### config.mk
export PLATFORM = sky130hd
export DESIGN_NAME = script_text_tokenizer_top
export DESIGN_NICKNAME = d
export VERILOG_FILES = /design/src/rtl/stt_pkg.sv /design/src/rtl/stt_lexer.sv /design/src/rtl/stt_rsp_buf.sv /design/src/rtl/script_text_tokenizer_top.sv
export SDC_FILE = /design/constraint.sdc
export NUM_CORES = 1
export LEC_CHECK = 0
export BUFFER_PORTS_ARGS = -buffer_cell sky130_fd_sc_hd__buf_4
export CORE_ASPECT_RATIO = 0.5
export CORE_MARGIN = 2
export CORE_UTILIZATION = 63
export DETAILED_ROUTE_END_ITERATION = 8
export GPL_TIMING_DRIVEN = 0
export PLACE_DENSITY_LB_ADDON = 0.1
export SYNTH_ARGS = -nofsm -noshare
export SYNTH_HDL_FRONTEND = slang
export SYNTH_HIERARCHICAL = 1
export SYNTH_SLANG_ARGS = --single-unit
### constraint.sdc
create_clock -name clock -period 10.85 [get_ports clock]
set_input_delay 3.255 -clock clock [delete_from_list [all_inputs] [get_ports clock]]
set_output_delay 3.255 -clock clock [all_outputs]
set_load 0.03 [all_outputs]
### src/rtl/stt_pkg.sv
// ----------------------------------------------------------------------------
// stt_pkg: shared types and constants for the script text tokenizer
// Character codes, event, kind and warning codes, lexer modes, result
// records and the character class helpers.
// ----------------------------------------------------------------------------
package stt_pkg;

   // counter widths and the fixed widths of the result fields
   localparam int LINE_BITS         = 20;
   localparam int COLUMN_BITS       = 16;
   localparam int LINE_FIELD_BITS   = 20;
   localparam int COLUMN_FIELD_BITS = 16;

   // stream word widths
   localparam int REQ_DATA_BITS = 8;
   localparam int RSP_DATA_BITS = 56;
   localparam int RSP_PAD_BITS  = RSP_DATA_BITS - (2 + 4 + 8 + 2 + LINE_FIELD_BITS
                                                   + COLUMN_FIELD_BITS);

   // saturation limits
   localparam logic [LINE_BITS-1:0]   LINE_MAX   = '1;
   localparam logic [COLUMN_BITS-1:0] COLUMN_MAX = '1;
   localparam logic [LINE_BITS-1:0]   LINE_ONE   = LINE_BITS'(1);
   localparam logic [COLUMN_BITS-1:0] COLUMN_ONE = COLUMN_BITS'(1);

   // character codes
   localparam logic [7:0] CH_LPAREN = 8'h28;
   localparam logic [7:0] CH_RPAREN = 8'h29;
   localparam logic [7:0] CH_SEMI   = 8'h3b;
   localparam logic [7:0] CH_SLASH  = 8'h2f;
   localparam logic [7:0] CH_STAR   = 8'h2a;
   localparam logic [7:0] CH_UNDER  = 8'h5f;
   localparam logic [7:0] CH_MINUS  = 8'h2d;
   localparam logic [7:0] CH_DOT    = 8'h2e;
   localparam logic [7:0] CH_LBRACE = 8'h7b;
   localparam logic [7:0] CH_RBRACE = 8'h7d;
   localparam logic [7:0] CH_COLON  = 8'h3a;
   localparam logic [7:0] CH_LF     = 8'h0a;
   localparam logic [7:0] CH_QUOTE  = 8'h22;
   localparam logic [7:0] CH_SPACE  = 8'h20;
   localparam logic [7:0] CH_TAB    = 8'h09;
   localparam logic [7:0] CH_CR     = 8'h0d;
   localparam logic [7:0] CH_ZERO   = 8'h30;
   localparam logic [7:0] CH_NINE   = 8'h39;
   localparam logic [7:0] CH_LOW_A  = 8'h61;
   localparam logic [7:0] CH_LOW_Z  = 8'h7a;
   localparam logic [7:0] CH_UP_A   = 8'h41;
   localparam logic [7:0] CH_UP_Z   = 8'h5a;

   // event codes
   localparam logic [1:0] EV_VALUE = 2'd0;
   localparam logic [1:0] EV_END   = 2'd1;
   localparam logic [1:0] EV_WARN  = 2'd2;

   // token kinds
   localparam logic [3:0] K_KEYWORD = 4'd0;
   localparam logic [3:0] K_INTEGER = 4'd1;
   localparam logic [3:0] K_FLOAT   = 4'd2;
   localparam logic [3:0] K_STRING  = 4'd3;
   localparam logic [3:0] K_LBRACE  = 4'd4;
   localparam logic [3:0] K_RBRACE  = 4'd5;
   localparam logic [3:0] K_COLON   = 4'd6;
   localparam logic [3:0] K_EOF     = 4'd7;
   localparam logic [3:0] K_ILLEGAL = 4'd8;

   // warning codes
   localparam logic [1:0] W_NONE    = 2'd0;
   localparam logic [1:0] W_SLASH   = 2'd1;
   localparam logic [1:0] W_UNTERM  = 2'd2;
   localparam logic [1:0] W_ILLEGAL = 2'd3;

   // lexer modes
   typedef enum logic [2:0] {
      MODE_IDLE    = 3'd0,
      MODE_SLASH   = 3'd1,
      MODE_COMMENT = 3'd2,
      MODE_KEYWORD = 3'd3,
      MODE_STRING  = 3'd4,
      MODE_NUM_INT = 3'd5,
      MODE_NUM_FLT = 3'd6,
      MODE_NUM_DOT = 3'd7
   } mode_type;

   // one result word, without the end-of-run flag
   typedef struct packed {
      logic [1:0]                   event_res;
      logic [3:0]                   token_kind;
      logic [7:0]                   value_byte;
      logic [1:0]                   warning;
      logic [LINE_FIELD_BITS-1:0]   line_number;
      logic [COLUMN_FIELD_BITS-1:0] column_number;
   } result_type;

   // lexer inputs: current state and the byte at hand
   typedef struct packed {
      mode_type               mode;
      logic [LINE_BITS-1:0]   line;
      logic [COLUMN_BITS-1:0] col;
      logic [7:0]             text_byte;
      logic                   end_of_input;
   } lex_in_type;

   // lexer outputs: up to three results and the next state
   typedef struct packed {
      result_type [2:0]       res;
      logic [1:0]             count;
      mode_type               mode;
      logic [LINE_BITS-1:0]   line;
      logic [COLUMN_BITS-1:0] col;
   } lex_out_type;

   // character classes
   function automatic logic is_digit(input logic [7:0] c);
      return (c >= CH_ZERO) && (c <= CH_NINE);
   endfunction

   function automatic logic is_alpha(input logic [7:0] c);
      return ((c >= CH_LOW_A) && (c <= CH_LOW_Z)) || ((c >= CH_UP_A) && (c <= CH_UP_Z));
   endfunction

   function automatic logic is_space(input logic [7:0] c);
      return (c == CH_SPACE) || ((c >= CH_TAB) && (c <= CH_CR));
   endfunction

endpackage

### src/rtl/stt_lexer.sv
// ----------------------------------------------------------------------------
// stt_lexer: tokenizer step logic
// Combinational step for one byte: mode transition, line and column update
// and the list of up to three results that the byte causes.
// ----------------------------------------------------------------------------
module stt_lexer (
   input  stt_pkg::lex_in_type  lex_i,
   output stt_pkg::lex_out_type lex_o
);

   // build one result word from the counts at that point
   function automatic stt_pkg::result_type mk(
      input logic [1:0]                      ev,
      input logic [3:0]                      kind,
      input logic [7:0]                      val,
      input logic [1:0]                      warn,
      input logic [stt_pkg::LINE_BITS-1:0]   line,
      input logic [stt_pkg::COLUMN_BITS-1:0] col
   );
      stt_pkg::result_type r;
      r.event_res     = ev;
      r.token_kind    = kind;
      r.value_byte    = val;
      r.warning       = warn;
      r.line_number   = stt_pkg::LINE_FIELD_BITS'(line);
      r.column_number = stt_pkg::COLUMN_FIELD_BITS'(col);
      return r;
   endfunction

   stt_pkg::result_type [3:0]           r;
   logic [2:0]                          n;
   stt_pkg::mode_type                   mode;
   logic [stt_pkg::LINE_BITS-1:0]       line;
   logic [stt_pkg::COLUMN_BITS-1:0]     col;
   logic [7:0]                          c;
   logic                                do_idle;
   logic [stt_pkg::LINE_BITS-1:0]       line_nl;
   logic [stt_pkg::COLUMN_BITS-1:0]     col_up;

   // saturating counter steps from the incoming state
   assign line_nl = (lex_i.line != stt_pkg::LINE_MAX) ? lex_i.line + stt_pkg::LINE_ONE
                                                      : lex_i.line;
   assign col_up  = (lex_i.col != stt_pkg::COLUMN_MAX) ? lex_i.col + stt_pkg::COLUMN_ONE
                                                       : lex_i.col;

   // mode handling, re-examination in idle, end of input
   always_comb begin
      r       = '0;
      n       = 3'd0;
      mode    = lex_i.mode;
      line    = lex_i.line;
      col     = lex_i.col;
      c       = lex_i.text_byte;
      do_idle = 1'b0;

      unique case (lex_i.mode)
         stt_pkg::MODE_IDLE: begin
            do_idle = 1'b1;
         end
         stt_pkg::MODE_SLASH: begin
            if (c != stt_pkg::CH_SLASH) begin
               r[n[1:0]] = mk(stt_pkg::EV_WARN, stt_pkg::K_KEYWORD, 8'd0, stt_pkg::W_SLASH,
                              line, col);
               n = n + 3'd1;
            end
            mode = stt_pkg::MODE_COMMENT;
         end
         stt_pkg::MODE_COMMENT: begin
            if (c == stt_pkg::CH_LF) begin
               line = line_nl;
               col  = stt_pkg::COLUMN_ONE;
               mode = stt_pkg::MODE_IDLE;
            end else begin
               col = col_up;
            end
         end
         stt_pkg::MODE_KEYWORD: begin
            if (stt_pkg::is_alpha(c) || stt_pkg::is_digit(c) || c == stt_pkg::CH_UNDER ||
                c == stt_pkg::CH_MINUS || c == stt_pkg::CH_DOT) begin
               col = col_up;
               r[n[1:0]] = mk(stt_pkg::EV_VALUE, stt_pkg::K_KEYWORD, c, stt_pkg::W_NONE,
                              line, col);
               n = n + 3'd1;
            end else begin
               r[n[1:0]] = mk(stt_pkg::EV_END, stt_pkg::K_KEYWORD, 8'd0, stt_pkg::W_NONE,
                              line, col);
               n = n + 3'd1;
               mode    = stt_pkg::MODE_IDLE;
               do_idle = 1'b1;
            end
         end
         stt_pkg::MODE_STRING: begin
            if (c == stt_pkg::CH_QUOTE) begin
               col = col_up;
               r[n[1:0]] = mk(stt_pkg::EV_END, stt_pkg::K_STRING, 8'd0, stt_pkg::W_NONE,
                              line, col);
               n = n + 3'd1;
               mode = stt_pkg::MODE_IDLE;
            end else if (c == stt_pkg::CH_LF || c == stt_pkg::CH_RPAREN) begin
               // unterminated string, the closing byte is looked at again
               r[n[1:0]] = mk(stt_pkg::EV_END, stt_pkg::K_STRING, 8'd0, stt_pkg::W_UNTERM,
                              line, col);
               n = n + 3'd1;
               mode    = stt_pkg::MODE_IDLE;
               do_idle = 1'b1;
            end else begin
               col = col_up;
               r[n[1:0]] = mk(stt_pkg::EV_VALUE, stt_pkg::K_KEYWORD, c, stt_pkg::W_NONE,
                              line, col);
               n = n + 3'd1;
            end
         end
         stt_pkg::MODE_NUM_INT, stt_pkg::MODE_NUM_FLT: begin
            if (c == stt_pkg::CH_DOT) begin
               col = col_up;
               r[n[1:0]] = mk(stt_pkg::EV_VALUE, stt_pkg::K_KEYWORD, c, stt_pkg::W_NONE,
                              line, col);
               n = n + 3'd1;
               mode = stt_pkg::MODE_NUM_DOT;
            end else if (stt_pkg::is_digit(c)) begin
               col = col_up;
               r[n[1:0]] = mk(stt_pkg::EV_VALUE, stt_pkg::K_KEYWORD, c, stt_pkg::W_NONE,
                              line, col);
               n = n + 3'd1;
            end else begin
               r[n[1:0]] = mk(stt_pkg::EV_END,
                              (lex_i.mode == stt_pkg::MODE_NUM_INT) ? stt_pkg::K_INTEGER
                                                                     : stt_pkg::K_FLOAT,
                              8'd0, stt_pkg::W_NONE, line, col);
               n = n + 3'd1;
               mode    = stt_pkg::MODE_IDLE;
               do_idle = 1'b1;
            end
         end
         stt_pkg::MODE_NUM_DOT: begin
            if (stt_pkg::is_digit(c)) begin
               col = col_up;
               r[n[1:0]] = mk(stt_pkg::EV_VALUE, stt_pkg::K_KEYWORD, c, stt_pkg::W_NONE,
                              line, col);
               n = n + 3'd1;
               mode = stt_pkg::MODE_NUM_FLT;
            end else begin
               r[n[1:0]] = mk(stt_pkg::EV_END, stt_pkg::K_FLOAT, 8'd0, stt_pkg::W_NONE,
                              line, col);
               n = n + 3'd1;
               mode    = stt_pkg::MODE_IDLE;
               do_idle = 1'b1;
            end
         end
      endcase

      // byte examined in idle mode
      if (do_idle) begin
         col = col_up;
         if (stt_pkg::is_space(c) || c == stt_pkg::CH_LPAREN || c == stt_pkg::CH_RPAREN ||
             c == stt_pkg::CH_SEMI) begin
            if (c == stt_pkg::CH_LF) begin
               line = line_nl;
               col  = stt_pkg::COLUMN_ONE;
            end
         end else if (c == stt_pkg::CH_SLASH) begin
            mode = stt_pkg::MODE_SLASH;
         end else if (stt_pkg::is_alpha(c) || c == stt_pkg::CH_STAR ||
                      c == stt_pkg::CH_UNDER || c == stt_pkg::CH_DOT) begin
            r[n[1:0]] = mk(stt_pkg::EV_VALUE, stt_pkg::K_KEYWORD, c, stt_pkg::W_NONE,
                           line, col);
            n = n + 3'd1;
            mode = stt_pkg::MODE_KEYWORD;
         end else if (c == stt_pkg::CH_QUOTE) begin
            mode = stt_pkg::MODE_STRING;
         end else if (stt_pkg::is_digit(c) || c == stt_pkg::CH_MINUS) begin
            r[n[1:0]] = mk(stt_pkg::EV_VALUE, stt_pkg::K_KEYWORD, c, stt_pkg::W_NONE,
                           line, col);
            n = n + 3'd1;
            mode = stt_pkg::MODE_NUM_INT;
         end else if (c == stt_pkg::CH_LBRACE) begin
            r[n[1:0]] = mk(stt_pkg::EV_END, stt_pkg::K_LBRACE, 8'd0, stt_pkg::W_NONE,
                           line, col);
            n = n + 3'd1;
         end else if (c == stt_pkg::CH_RBRACE) begin
            r[n[1:0]] = mk(stt_pkg::EV_END, stt_pkg::K_RBRACE, 8'd0, stt_pkg::W_NONE,
                           line, col);
            n = n + 3'd1;
         end else if (c == stt_pkg::CH_COLON) begin
            r[n[1:0]] = mk(stt_pkg::EV_END, stt_pkg::K_COLON, 8'd0, stt_pkg::W_NONE,
                           line, col);
            n = n + 3'd1;
         end else begin
            r[n[1:0]] = mk(stt_pkg::EV_END, stt_pkg::K_ILLEGAL, 8'd0, stt_pkg::W_ILLEGAL,
                           line, col);
            n = n + 3'd1;
         end
      end

      // end of input: close what is open, then end-of-file
      if (lex_i.end_of_input) begin
         unique case (mode)
            stt_pkg::MODE_SLASH: begin
               r[n[1:0]] = mk(stt_pkg::EV_WARN, stt_pkg::K_KEYWORD, 8'd0, stt_pkg::W_SLASH,
                              line, col);
               n = n + 3'd1;
            end
            stt_pkg::MODE_KEYWORD: begin
               r[n[1:0]] = mk(stt_pkg::EV_END, stt_pkg::K_KEYWORD, 8'd0, stt_pkg::W_NONE,
                              line, col);
               n = n + 3'd1;
            end
            stt_pkg::MODE_STRING: begin
               r[n[1:0]] = mk(stt_pkg::EV_END, stt_pkg::K_STRING, 8'd0, stt_pkg::W_UNTERM,
                              line, col);
               n = n + 3'd1;
            end
            stt_pkg::MODE_NUM_INT: begin
               r[n[1:0]] = mk(stt_pkg::EV_END, stt_pkg::K_INTEGER, 8'd0, stt_pkg::W_NONE,
                              line, col);
               n = n + 3'd1;
            end
            stt_pkg::MODE_NUM_FLT, stt_pkg::MODE_NUM_DOT: begin
               r[n[1:0]] = mk(stt_pkg::EV_END, stt_pkg::K_FLOAT, 8'd0, stt_pkg::W_NONE,
                              line, col);
               n = n + 3'd1;
            end
            stt_pkg::MODE_IDLE, stt_pkg::MODE_COMMENT: begin
            end
         endcase
         mode = stt_pkg::MODE_IDLE;
         r[n[1:0]] = mk(stt_pkg::EV_END, stt_pkg::K_EOF, 8'd0, stt_pkg::W_NONE, line, col);
         n = n + 3'd1;
      end

      // four results: the value of the one-character token in slot one is dropped
      if (n[2]) begin
         lex_o.res   = {r[3], r[2], r[0]};
         lex_o.count = 2'd3;
      end else begin
         lex_o.res   = r[2:0];
         lex_o.count = n[1:0];
      end
      lex_o.mode = mode;
      lex_o.line = line;
      lex_o.col  = col;
   end

endmodule

### src/rtl/stt_rsp_buf.sv
// ----------------------------------------------------------------------------
// stt_rsp_buf: result word buffer
// Holds the up to three result words of one byte and hands them out one per
// cycle while rsp_ready is high, flagging the final word of the run.
// ----------------------------------------------------------------------------
module stt_rsp_buf (
   input  logic                     clock,
   input  logic                     reset,
   input  logic                     load,
   input  stt_pkg::result_type [2:0] load_res,
   input  logic [1:0]               load_count,
   output logic                     can_load,
   output logic                     rsp_valid,
   input  logic                     rsp_ready,
   output stt_pkg::result_type      rsp_res,
   output logic                     rsp_last
);

   logic [1:0]                num_ff;
   logic [1:0]                num_in;
   stt_pkg::result_type [2:0] res_ff;
   stt_pkg::result_type [2:0] res_in;
   logic                      pop;

   // handshake toward the result side
   assign pop       = (num_ff != 2'd0) && rsp_ready;
   assign can_load  = (num_ff == 2'd0) || ((num_ff == 2'd1) && rsp_ready);
   assign rsp_valid = (num_ff != 2'd0);
   assign rsp_res   = res_ff[0];
   assign rsp_last  = (num_ff == 2'd1);

   // next fill and contents: load a fresh run or shift one word out
   always_comb begin
      num_in = num_ff;
      res_in = res_ff;
      if (load) begin
         num_in = load_count;
         res_in = load_res;
      end else if (pop) begin
         num_in = num_ff - 2'd1;
         res_in = {res_ff[2], res_ff[2], res_ff[1]};
      end
   end

   // fill count
   always_ff @(posedge clock) begin
      if (reset) begin
         num_ff <= 2'd0;
      end else begin
         num_ff <= num_in;
      end
   end

   // word storage
   always_ff @(posedge clock) begin
      res_ff <= res_in;
   end

`ifndef ASSERT_OFF
   a_load_when_free: assert property (@(posedge clock) disable iff (reset)
      load |-> can_load)
      else $error("result buffer loaded while words still pending");
   a_load_nonempty: assert property (@(posedge clock) disable iff (reset)
      load |=> num_ff != 2'd0)
      else $error("result buffer empty after a load");
`endif

endmodule

### src/rtl/script_text_tokenizer_top.sv
// ----------------------------------------------------------------------------
// script_text_tokenizer_top: script text tokenizer
// One text byte per word in; value bytes, token ends and warnings out, with
// line and column positions.
//
//   channel  dir  payload                                        last
//   req      in   tdata[7:0] text_byte                           end_of_input
//   rsp      out  tdata event,kind,value,warning,line,column     last_of_run
//
// An accepted byte waits in the input register; the lexer step then updates the
// mode and counters and loads its results into the output buffer. A byte giving
// zero or one result keeps a rate of one byte per cycle while rsp_tready is high;
// more results hold the next byte until the one-word-per-cycle output buffer is
// at its last word. Reset (synchronous) sets idle mode, line 1, column 1.
// ----------------------------------------------------------------------------
module script_text_tokenizer_top (
   input  logic                              clock,
   input  logic                              reset,
   input  logic                              req_tvalid,
   output logic                              req_tready,
   input  logic [stt_pkg::REQ_DATA_BITS-1:0] req_tdata,   // text_byte
   input  logic                              req_tlast,   // end_of_input
   output logic                              rsp_tvalid,
   input  logic                              rsp_tready,
   // event_res, token_kind, value_byte, warning, line_number, column_number
   output logic [stt_pkg::RSP_DATA_BITS-1:0] rsp_tdata,
   output logic                              rsp_tlast    // last_of_run
);

   logic                               in_valid_ff;
   logic                               in_valid_in;
   logic [7:0]                         in_byte_ff;
   logic                               in_eoi_ff;
   stt_pkg::mode_type                  mode_ff;
   stt_pkg::mode_type                  mode_in;
   logic [stt_pkg::LINE_BITS-1:0]      line_ff;
   logic [stt_pkg::LINE_BITS-1:0]      line_in;
   logic [stt_pkg::COLUMN_BITS-1:0]    col_ff;
   logic [stt_pkg::COLUMN_BITS-1:0]    col_in;
   stt_pkg::lex_in_type                lex_in;
   stt_pkg::lex_out_type               lex_out;
   logic                               can_load;
   logic                               fire;
   logic                               load;
   logic                               req_accept;
   stt_pkg::result_type                head;

   // step fires when its results fit in the buffer
   assign fire       = in_valid_ff && (can_load || (lex_out.count == 2'd0));
   assign load       = fire && (lex_out.count != 2'd0);
   assign req_tready = !in_valid_ff || fire;
   assign req_accept = req_tvalid && req_tready;

   // input register
   assign in_valid_in = req_accept || (in_valid_ff && !fire);

   always_ff @(posedge clock) begin
      if (reset) begin
         in_valid_ff <= 1'b0;
      end else begin
         in_valid_ff <= in_valid_in;
      end
   end

   always_ff @(posedge clock) begin
      if (req_accept) begin
         in_byte_ff <= req_tdata[7:0];
         in_eoi_ff  <= req_tlast;
      end
   end

   // lexer step
   assign lex_in.mode         = mode_ff;
   assign lex_in.line         = line_ff;
   assign lex_in.col          = col_ff;
   assign lex_in.text_byte    = in_byte_ff;
   assign lex_in.end_of_input = in_eoi_ff;

   stt_lexer u_lexer (
      .lex_i (lex_in),
      .lex_o (lex_out)
   );

   // lexer state
   assign mode_in = fire ? lex_out.mode : mode_ff;
   assign line_in = fire ? lex_out.line : line_ff;
   assign col_in  = fire ? lex_out.col  : col_ff;

   always_ff @(posedge clock) begin
      if (reset) begin
         mode_ff <= stt_pkg::MODE_IDLE;
         line_ff <= stt_pkg::LINE_ONE;
         col_ff  <= stt_pkg::COLUMN_ONE;
      end else begin
         mode_ff <= mode_in;
         line_ff <= line_in;
         col_ff  <= col_in;
      end
   end

   // result buffer
   stt_rsp_buf u_rsp_buf (
      .clock      (clock),
      .reset      (reset),
      .load       (load),
      .load_res   (lex_out.res),
      .load_count (lex_out.count),
      .can_load   (can_load),
      .rsp_valid  (rsp_tvalid),
      .rsp_ready  (rsp_tready),
      .rsp_res    (head),
      .rsp_last   (rsp_tlast)
   );

   // result word packing, first field lowest
   assign rsp_tdata = {{stt_pkg::RSP_PAD_BITS{1'b0}}, head.column_number, head.line_number,
                       head.warning, head.value_byte, head.token_kind, head.event_res};

`ifndef ASSERT_OFF
   a_eoi_gives_result: assert property (@(posedge clock) disable iff (reset)
      (fire && in_eoi_ff) |-> lex_out.count != 2'd0)
      else $error("end of input produced no result");
   a_eoi_to_idle: assert property (@(posedge clock) disable iff (reset)
      (fire && in_eoi_ff) |=> mode_ff == stt_pkg::MODE_IDLE)
      else $error("mode not idle after end of input");
   a_line_monotonic: assert property (@(posedge clock) disable iff (reset)
      fire |=> line_ff >= $past(line_ff))
      else $error("line count went backward");
   a_col_nonzero: assert property (@(posedge clock) disable iff (reset)
      fire |=> col_ff != '0)
      else $error("column count reached zero");
`endif

endmodule
# Yosys cells after proc, flatten, opt, wreduce, memory -nomap -nowiden
# Index checks and enable logic that the tools add are counted.
dict set report totals {
  register_bits 207
  input_bits 13
  output_inout_bits 59
  elab_cells 209
}
dict set report classes {
  n_addsub 6
  n_lt_le_gt_ge 14
  eq_ne 31
  muxes 90
  n_reduce_logical 43
}
# operator count
set op_table {}
lappend op_table {{$bwmux W208} 11}
lappend op_table {{$mux W208} 11}
lappend op_table {{$pmux W208 S5} 1}
lappend op_table {{$demux W52 S2} 3}
lappend op_table {{$mux W52} 6}
lappend op_table {{$pmux W52 S5} 1}
lappend op_table {{$mux W51} 4}
lappend op_table {{$mux W158} 1}
lappend op_table {{$mux W156} 1}
lappend op_table {{$mux W16} 9}
lappend op_table {{$mux W20} 6}
lappend op_table {{$mux W104} 1}
lappend op_table {{$eq A8 B6 Y1 const B} 10}
lappend op_table {{$pmux W16 S5} 1}
lappend op_table {{$mux W3} 22}
lappend op_table {{$eq A3 B3 Y1 const B} 8}
lappend op_table {{$eq A8 B7 Y1 const B} 3}
lappend op_table {{$add A20 B1 Y20 const B} 1}
lappend op_table {{$ne A20 B20 Y1 const B} 1}
lappend op_table {{$logic_or A1 B1 Y1} 18}
lappend op_table {{$pmux W3 S6} 1}
lappend op_table {{$add A16 B1 Y16 const B} 1}
lappend op_table {{$ge A8 B7 Y1 const B} 2}
lappend op_table {{$le A8 B7 Y1 const B} 2}
lappend op_table {{26 further kinds} 59}

# Longest topological paths before layout
# Gate-level depths: netlist (run 1).
dict set report depth {
  word_depth 32
  ltp_mapped 31
  depth_no_buf 23
}

# By module
# The synthesis (run 1) kept the hierarchy.
# mod n_inst cells_each area_each_um2 seq_area_each_um2
set by_module_without_submodules {}
lappend by_module_without_submodules {stt_rsp_buf 1 401 7061.8 4724.5}
lappend by_module_without_submodules {stt_lexer 1 877 5146.2 0.0}
lappend by_module_without_submodules {script_text_tokenizer_top 1 191 2119.5 1071.0}

# Worst setup path before layout (run 1)
# Ideal clock, no wire load.
dict set report synth_timing {
  kind {register to register}
  startpoint {register in_byte_ff[4]}
  endpoint {register u_rsp_buf/res_ff[100] in the netlist's numbering, enable pin}
  setup_time_ps 419
  t_arrival_ps 7950
  required_time_ps 10431
  path_slack_ps 2481
  stages_incl_launch_ff 30
  path_buffers 10
  synth_period_minus_slack_ps 8369
  path_cell_list {edfxtp_1 -> buf_6 -> or4b_1 -> buf_2 -> o32a_1 -> o211a_2 -> o32ai_4 -> buf_4 -> nand2b_1 -> o311ai_2 -> ha_1 -> a21o_1 -> ha_1 -> clkbuf_1 -> inv_1 -> and3_1 -> o41ai_1 -> o221a_2 -> and2_1 -> buf_6 -> o211ai_1 -> nor2_1 -> o21a_1 -> buf_6 -> buf_8 -> and2b_1 -> buf_6 -> buf_6 -> buf_6 -> or2_2}
}
# item line_no
set synth_lines {}
lappend synth_lines {{start: declaration} script_text_tokenizer_top.sv:32} ;# logic [7:0] in_byte_ff;
lappend synth_lines {{start signal: assignment} script_text_tokenizer_top.sv:67} ;# in_byte_ff <= req_tdata[7:0];
lappend synth_lines {{end signal: assignment} stt_rsp_buf.sv:56} ;# res_ff <= res_in;
lappend synth_lines {{end: declaration} stt_rsp_buf.sv:21} ;# stt_pkg::result_type [2:0] res_ff;

==> impl_metrics.yaml, run 1 <==
outcome:
  outcome: "finished with violations"
  violations: "DRC, capacitance limit, slew limit"
timing:
  slew_headroom_pct: -1.27
  skew_ps: 33.4
  min_period_over_period_pct: 90.2
  slew_viol_final: 7
  fin_crit_ps: 9790
  final-hold-violation-count: 0
  worst_pin_slew_ps: 1510
  setup_violations: 0
  finalSetupTns_ps: 0
  rsz0062_at_grt: "no"
  fmax_mhz: 102
clock_tree:
  cts_tree: "built"
  clock-sinks: 207
  cts_buffer_depth: 3
  postCtsSetupRepairBufs: 0
  htree_levels: 1
  clkTransAtPathRegs_ps: 60
  hold_buffers: 0
  cts_resized: 0
  clkLatencyLatePin_ps: 540
  cts_buffers: 20
  cts_root_buffer: "clkbuf_16"
synth:
  synth_seq_cells: 207
  yosysWarnings: 6
  synth_cells: 1469
  synth_edf_count: 165
  ys_seq_area_share_pct: 40.5
  synth-xor-area-share_pct: 2.02
  yosys.area_share.simple_pct: 18.7
  synth_compound_area_share_pct: 15.3
  avgSynthCellArea_um2: 9.75
  synthMuxAreaShare_pct: 13.1
  synth.distinct_cells: 91
  synth_top_family_by_area: "simple AND/OR/NAND/NOR gates"
  async_flop_share_pct: 0
  syn-cell-area_um2: 14300
  synth_fa_ha_area_share_pct: 1.21
  ys.flop_type: "edfxtp_1"
place:
  dp.cells: 1851
  io_buffer_count: 67
  dpl_cell_area_um2: 15300
  dp_hpwl_mm: 30.0
  place_congestion: 0.959
hold_path:
  worstHoldPathType: "reg2reg"
  worstHoldStart: "line_ff[2]"
worst_setup_path:
  rr_startpoint: "in_byte_ff[4]"
  critical_path_class: "reg2out"
  cp-end-kind: "output port"
  critPathLaunch: "in_byte_ff[4]"
  cp.arrival_ps: 6540
  start_kind: "flop"
  crit_fanout: 10
  critPathRequiredTime_ps: 7600
die:
  die_y_um: 111
  io-pin-count: 72
  start_util_pct: 65.2
  core_um2: 22000
  dieArea_um2: 24000
  die_w_um: 217
  core.rowCount: 38
detailed_routing:
  wl_met3_mm: 4.51
  drc: 1
  wl_per_cell_um: 22.2
  via_per_inst: 6.47
  finalWirelength_mm: 41.9
  vias: 12200
  wl_met1_mm: 17.6
  dr.max_layer_used: "met4"
  drt_iter0_markers: 1436
  firstDrtPassIters: 9
  ant_nets: 0
  wl_met2_mm: 18.5
cells_and_area:
  mostFrequentLayoutCells: "edfxtp_1 (165), buf_4 (138), nor2_1 (114), and2_1 (85), nand2b_1 (82)"
  fin_cells: 1885
  final_common_cell: "edfxtp_1"
  utilization_pct: 72.4
  diodes: 0
  syn_to_final_growth_pct: 11.0
  drive_above_1_share_pct: 21.6
  fin_area_um2: 15900
  finalNetCount: 1599
pwr:
  power.density_cell_area_nw_per_um2: 231
  irDropWorstVdd_mv: 0.160
  leakage_nw: 6.16
global_route:
  grt_pass1_vias: 11800
  grtUsageTotal_pct: 34.5
  grt.overflow.total: 0
  grt_max_degree: 39
  antenna_found_initial: 0
  grt_pass1_wl_mm: 64.9
flow_run:
  cap_violations: 1
[worst max-delay path: stages (launching register included)]
cell and delay (ps):
edfxtp_1 380, buf_6 150, nor3_1 660, o2111ai_1 330
a211oi_2 420, o32ai_4 180, buf_4 210, nand2b_1 230
o311ai_2 570, ha_1 360, a21o_1 190, ha_1 210
clkbuf_1 200, inv_1 180, and3_1 170, o41ai_1 80
o221a_2 270, and2_1 170, buf_6 150, o211ai_1 160
nor2_1 120, or3b_1 400, buf_4 190
[cell usage after synthesis, drive strengths merged, types with 11 or more instances]
library cell  count  share of area, %
nand2b           82               3.6
mux2            105               9.7
xnor2            22               1.3
o21a             12              0.68
nand4            11              0.48
and3             15              0.65
a21o             13              0.68
o22ai            30               1.4
buf             117               6.1
nand2            71               1.9
nor2            115               3.0
or3              13              0.57
mux2i            48               3.4
and2             85               3.7
ha               13               1.1
clkbuf           53               1.4
a221oi           12              0.73
a21oi            66               2.3
nand3            48               1.7
nor3             26              0.91
o21ai            80               2.8
dfxtp            42               5.9
xor2             11              0.67
inv              64               1.7
edfxtp          165                35
[area by class of cell]
type | count | area [um2]
plain buffers | 170 | 1070
clock buffers | 23 | 522
clock inverters | 11 | 66.3
fillers | 1588 | 6060
inverters | 64 | 240
multi-input cells | 1040 | 7270
flip-flops and latches | 207 | 5800
well taps | 300 | 375
repair buffers | 70 | 563
[power breakdown]
group / switching, mW / internal (mW) / leakage (nW)
Clock: 0.323 / 0.346 / 0.294
Sequential: 0.0723 / 1.21 / 1.92
Combinational: 1.02 / 0.699 / 3.94
[final timing paths]
kind,end,cells after the start,slack [ps]
max reg2reg,u_rsp_buf/res_ff[92],29,2700
max,req_tready,22,1060
min,line_ff[2],2,470
min reg2reg,line_ff[2],2,470
[metrics by stage]
step                setup WS [ps]  hold slack, ps  total power, mW
CTS                          1090             478             3.65
finish                       1060             474             3.67
detailed placement           1670             469             2.99
floorplan                    2480             447             2.46
global route                  670             506             3.81
global placement             59.9             457             2.92
[per-layer routing]
metal  GRT usage (%)  vias to the layer above
met4            9.86                        0
met1            48.2                     5858
met2            54.0                      758
met3            7.91                      129
met5               0                        -
li1                -                     5460
[flip-flops by register name, summed over array words and instances (netlist names)]
| register | cells |
|---|---|
| in_eoi_ff | 1 |
| col_ff | 16 |
| u_rsp_buf/rsp_res | 52 |
| u_rsp_buf/num_ff | 2 |
| in_valid_ff | 1 |
| mode_ff | 3 |
| in_byte_ff | 8 |
| u_rsp_buf/res_ff | 104 |
| line_ff | 20 |
[cell families (layout without fill, tap and decap cells)]
logic type      after synthesis  after routing
simple gates                506            506
compound gates              320            320
buf+inv                     234            338
flops                       207            207
mux                         153            153
xor+xnor                     33             33
fa+ha+maj                    14             14
other cells                   2             14
Note: power is estimated with default switching activity, not from simulation.
==> run 2, diff against run 1 <==
--- a/config.mk
+++ b/config.mk
@@ -11,7 +11,8 @@
 export CORE_UTILIZATION = 63
 export DETAILED_ROUTE_END_ITERATION = 8
 export GPL_TIMING_DRIVEN = 0
-export PLACE_DENSITY_LB_ADDON = 0.1
+export MAX_ROUTING_LAYER = met4
+export PLACE_DENSITY_LB_ADDON = 0.05
 export SYNTH_ARGS = -nofsm -noshare
 export SYNTH_HDL_FRONTEND = slang
 export SYNTH_HIERARCHICAL = 1
==> run 2 against run 1 <==
The flow now finishes without violations. Cell count grew 0.16%. Routed wire length up 0.73%. Sequential share of layout area shrank 0.077 points. Critical path type unchanged. Highest routed layer unchanged.
==> impl_metrics.yaml, run 2 (synthesized netlist as in run 1, its figures left out) <==
outcome:
  outcome: "complete, no violations"
timing:
  worst_pin_slew_ps: 1430
  slew_headroom_pct: 3.83
  fin_crit_ps: 9770
  skew_ps: 10.6
  finalSetupTns_ps: 0
  min_period_over_period_pct: 90.1
  rsz0062_at_grt: "no"
  slew_viol_final: 0
  final-hold-violation-count: 0
  setup_violations: 0
  hold_ws_ps: 485
  fmax_mhz: 102
die:
  start_util_pct: 65.2
  dieArea_um2: 24000
  core.rowCount: 38
  die_y_um: 111
  core_um2: 22000
  die_w_um: 217
  io-pin-count: 72
cells_and_area:
  largest_reg_flops: 104
  fin_cells: 1888
  fillers: 1593
  multi_input_area_um2: 7270
  syn_to_final_growth_pct: 11.2
  drive_above_1_share_pct: 21.3
  finalNetCount: 1598
  top_register: "u_rsp_buf/res_ff"
  mostFrequentLayoutCells: "edfxtp_1 (165), buf_4 (138), nor2_1 (114), and2_1 (85), nand2b_1 (82)"
  final_common_cell: "edfxtp_1"
  register_area_um2: 5800
  fin_area_um2: 15900
pwr:
  leakage_nw: 6.15
  p_switching_mw: 1.40
  irDropWorstVdd_mv: 0.218
  finalPower_mw: 3.69
  power.density_cell_area_nw_per_um2: 232
  p_seq_share_pct: 34.8
  p_comb_share_pct: 46.5
  netSwitchingFraction_pct: 38.0
  pwr-share-clk_pct: 18.7
  internal_power_mw: 2.29
worst_setup_path:
  crit_path_top_delay_cell: "nor3_1"
  cp-end-kind: "output port"
  critical_path_class: "reg2out"
  critPathRequiredTime_ps: 7600
  crit_fanout: 10
  crit_end: "req_tready"
  start_kind: "flop"
  timing.rr.end: "u_rsp_buf/rsp_res[28]"
  critPathLaunch: "in_byte_ff[4]"
  rr_startpoint: "in_byte_ff[4]"
  cp.arrival_ps: 6520
  reg2reg_depth: 30
  critPathMaxStageDelay_ps: 640
  rrSetupSlack_ps: 2290
  path_cells: "buf_6 > nor3_1 > o2111ai_1 > a211oi_2 > o32ai_4 > buf_4 > nand2b_1 > o311ai_2 > ha_1 > a21o_1 > ha_1 > clkbuf_1 > inv_1 > and3_1 > o41ai_1 > o221a_2 > and2_1 > buf_6 > o211ai_1 > nor2_1 > or3b_1 > buf_4"
clock_tree:
  cts_buffer_depth: 3
  hold_buffers: 0
  clock-sinks: 207
  clkLatencyLatePin_ps: 520
  htree_levels: 1
  cts_root_buffer: "clkbuf_16"
  cts_resized: 0
  cts_tree: "built"
  clkTransAtPathRegs_ps: 70
  postCtsSetupRepairBufs: 0
  cts_buffers: 20
detailed_routing:
  ant_nets: 0
  via_per_inst: 6.42
  wl_per_cell_um: 22.3
  vias: 12100
  drc: 0
  firstDrtPassIters: 6
  finalWirelength_mm: 42.2
  drt_iter0_markers: 1828
hold_path:
  worstHoldPathType: "reg2reg"
place:
  io_buffer_count: 67
  dp_hpwl_mm: 30.0
  dp.cells: 1850
  place_congestion: 0.999
  dpl_cell_area_um2: 15300
global_route:
  antenna_found_initial: 1
  grt_pass1_wl_mm: 65.7
  grt_max_degree: 65
  grtUsageTotal_pct: 36.1
  grt_pass1_vias: 11700
  grt.overflow.total: 0
flow_run:
  cap_violations: 0
-- run 2: per-layer routing --
| layer | global-route usage, % | wire length [um] |
|---|---|---|
| met1 | 49.5 | 17700 |
| met2 | 54.1 | 18400 |
| met3 | 7.33 | 4680 |
| met4 | 11.3 | 1400 |
| met5 | - | 0 |
-- run 2: power by group through the flow --
stage	registers (mW)	clock network [mW]	logic, mW
after CTS	1.29	0.698	1.69
final	1.29	0.690	1.72
after global placement	1.31	0	1.61
after detailed placement	1.30	0	1.68
after floorplan	1.28	0	1.18
after global routing	1.31	0.727	1.80
-- run 2: metrics by stage --
stage | utilization, % | setup WS (ps)
after detailed placement | 69.7 | 1710
after global placement | 69.4 | 108
after floorplan | - | 2480
after CTS | 72.5 | 1140
final | 72.6 | 1080
after global routing | 72.6 | 729
-- run 2: worst max-delay path, delay by kind of cell (launching register included) --
family                   cells  cell delay (ps)
buffers and inverters        6             1140
flip-flops                   1              380
AO/OA/AOI/OAI                8             2200
AND/OR/NAND/NOR              6             1730
adder cells (fa/ha/maj)      2              550
-- run 2: worst min path at each step --
stage                      from           to  slack [ps]  cells past startpoint
floorplan           line_ff[12]  line_ff[12]         450                      2
global placement     line_ff[7]   line_ff[7]         460                      2
detailed placement   line_ff[7]   line_ff[7]         470                      2
CTS                 line_ff[17]  line_ff[17]         480                      2
global route        line_ff[17]  line_ff[17]         500                      2
finish              line_ff[17]  line_ff[17]         490                      2
-- run 2: layout make-up --
type / instances / share of cell area (%)
Clock inverter: 6 / 0.393
Sequential cell: 207 / 36.4
Clock buffer: 30 / 3.51
Buffer: 170 / 6.73
Multi-Input combinational cell: 1040 / 45.6
Inverter: 64 / 1.51
Timing Repair Buffer: 69 / 3.50
Antenna cell: 2 / 0.0314
Tap cell: 300 / 2.36
==> run 3, diff against run 2 <==
--- a/config.mk
+++ b/config.mk
@@ -13,6 +13,7 @@
 export GPL_TIMING_DRIVEN = 0
 export MAX_ROUTING_LAYER = met4
 export PLACE_DENSITY_LB_ADDON = 0.05
+export REMOVE_ABC_BUFFERS = 1
 export SYNTH_ARGS = -nofsm -noshare
 export SYNTH_HDL_FRONTEND = slang
 export SYNTH_HIERARCHICAL = 1
==> run 3 against run 2 <==
Power down 7.1%. Cell area down 5.6%. Clock skew up 4.8 ps. Non-clock buffer count down 164. Largest power group unchanged. Routed wire length down 18%. Clock power up 1%. Register-to-register slack worse by 90 ps. Sequential power about the same. Worst setup slack better by 28 ps. Worst hold slack better by 8.8 ps. Combinational power down 16%. Global-route usage down 7.0 points.
==> impl_metrics.yaml, run 3 (synthesized netlist as in run 1, its figures left out) <==
clock_tree:
  htree_levels: 1
  clkLatencyLatePin_ps: 510
  clkTransAtPathRegs_ps: 60
  clock-sinks: 207
  postCtsSetupRepairBufs: 0
  cts_buffer_depth: 3
  cts_tree: "built"
  cts_root_buffer: "clkbuf_16"
  hold_buffers: 0
  cts_buffers: 20
  cts_resized: 0
cells_and_area:
  utilization_pct: 68.5
  diodes: 0
  drive_above_1_share_pct: 16.8
  finalNetCount: 1434
  mostFrequentLayoutCells: "edfxtp_1 (165), nor2_1 (113), and2_1 (85), nand2b_1 (81), nand2_1 (70)"
  top_register: "u_rsp_buf/res_ff"
  final_common_cell: "edfxtp_1"
  syn_to_final_growth_pct: 4.97
  largest_reg_flops: 104
detailed_routing:
  vias: 10900
  firstDrtPassIters: 8
  drt_iter0_markers: 1159
  via_per_inst: 6.35
  finalWirelength_mm: 34.6
  wl_per_cell_um: 20.1
  drc: 0
  ant_nets: 0
global_route:
  grt_pass1_wl_mm: 55.0
  grt_max_degree: 82
  grt_pass1_vias: 10200
  antenna_found_initial: 0
  grt.overflow.total: 0
  grtUsageTotal_pct: 29.2
pwr:
  irDropWorstVdd_mv: 0.159
  leakage_nw: 5.63
  finalPower_mw: 3.43
  power.density_cell_area_nw_per_um2: 228
timing:
  final-hold-violation-count: 0
  setup_violations: 0
  slew_viol_final: 0
  rsz0062_at_grt: "no"
  fmax_mhz: 103
  finalSetupTns_ps: 0
  fin_crit_ps: 9740
  hold_ws_ps: 494
  min_period_over_period_pct: 89.8
  setup_slack_ps: 1110
  worst_pin_slew_ps: 1380
  slew_headroom_pct: 5.06
  skew_ps: 15.4
place:
  dp_hpwl_mm: 22.7
  io_buffer_count: 67
  place_congestion: 0.927
  place_ws_ps: 1770
flow_run:
  cap_violations: 0
worst_setup_path:
  crit_fanout: 10
  critPathRequiredTime_ps: 7600
  start_kind: "flop"
  rr_startpoint: "in_byte_ff[2]"
  critical_path_class: "reg2out"
  cp-end-kind: "output port"
  critPathLaunch: "in_byte_ff[4]"
  cp.arrival_ps: 6490
hold_path:
  worstHoldStart: "line_ff[10]"
  worstHoldPathType: "reg2reg"
outcome:
  outcome: "complete, no violations"
die:
  start_util_pct: 65.2
  die_y_um: 111
  io-pin-count: 72
  die_w_um: 217
  core.rowCount: 38
  core_um2: 22000
  dieArea_um2: 24000
run 3: metal layers:
layer / GRT usage (%) / vias to the layer above / share of wire, %
met5: - / - / 0
met4: 6.44 / 0 / 1.8
met3: 6.01 / 61 / 8.5
met2: 42.0 / 443 / 43
met1: 42.3 / 5306 / 46
li1: - / 5119 / -
run 3: area by class of cell:
class	instances	area, um2
Inverter	64	240
Sequential cell	207	5800
Timing Repair Buffer	75	683
Multi-Input combinational cell	1040	7300
Clock buffer	26	564
Tap cell	300	375
Fill cell	1684	6930
Clock inverter	10	77.6
run 3: final timing paths:
kind / endpoint / slack [ps] / depth (start not counted)
worst max-delay path: req_tready / 1110 / 19
worst min-delay path: line_ff[10] / 490 / 2
worst max register to register: u_rsp_buf/rsp_res[16] / 2200 / 21
worst min register to register: line_ff[10] / 490 / 2
run 3: stage by stage:
stage / instance area [um2] / cells
6_report: 15000 / 1722
5_1_grt: 15000 / 1722
4_1_cts: 15000 / 1722
3_5_place_dp: 14400 / 1686
3_3_place_gp: 14200 / 1678
2_1_floorplan: 13300 / 1311
run 3: critical path: stages (launching register included):
cell and delay, ps:
edfxtp_1 520, or3_1 460, or3_1 530, o21ai_1 190
and2_1 370, inv_1 250, ha_1 360, o311ai_2 550
ha_1 360, a21o_1 190, ha_1 330, inv_1 170
and3_1 170, o41ai_1 70, o221a_2 290, and2_1 280
o211ai_1 170, nor2_1 110, or3b_1 410, buf_4 190
run 3: power breakdown:
part	internal, mW	switching, mW	leakage [nW]	total [mW]
Combinational	0.558	0.879	3.39	1.44
Clock	0.392	0.307	0.315	0.699
Sequential	1.21	0.0846	1.92	1.30
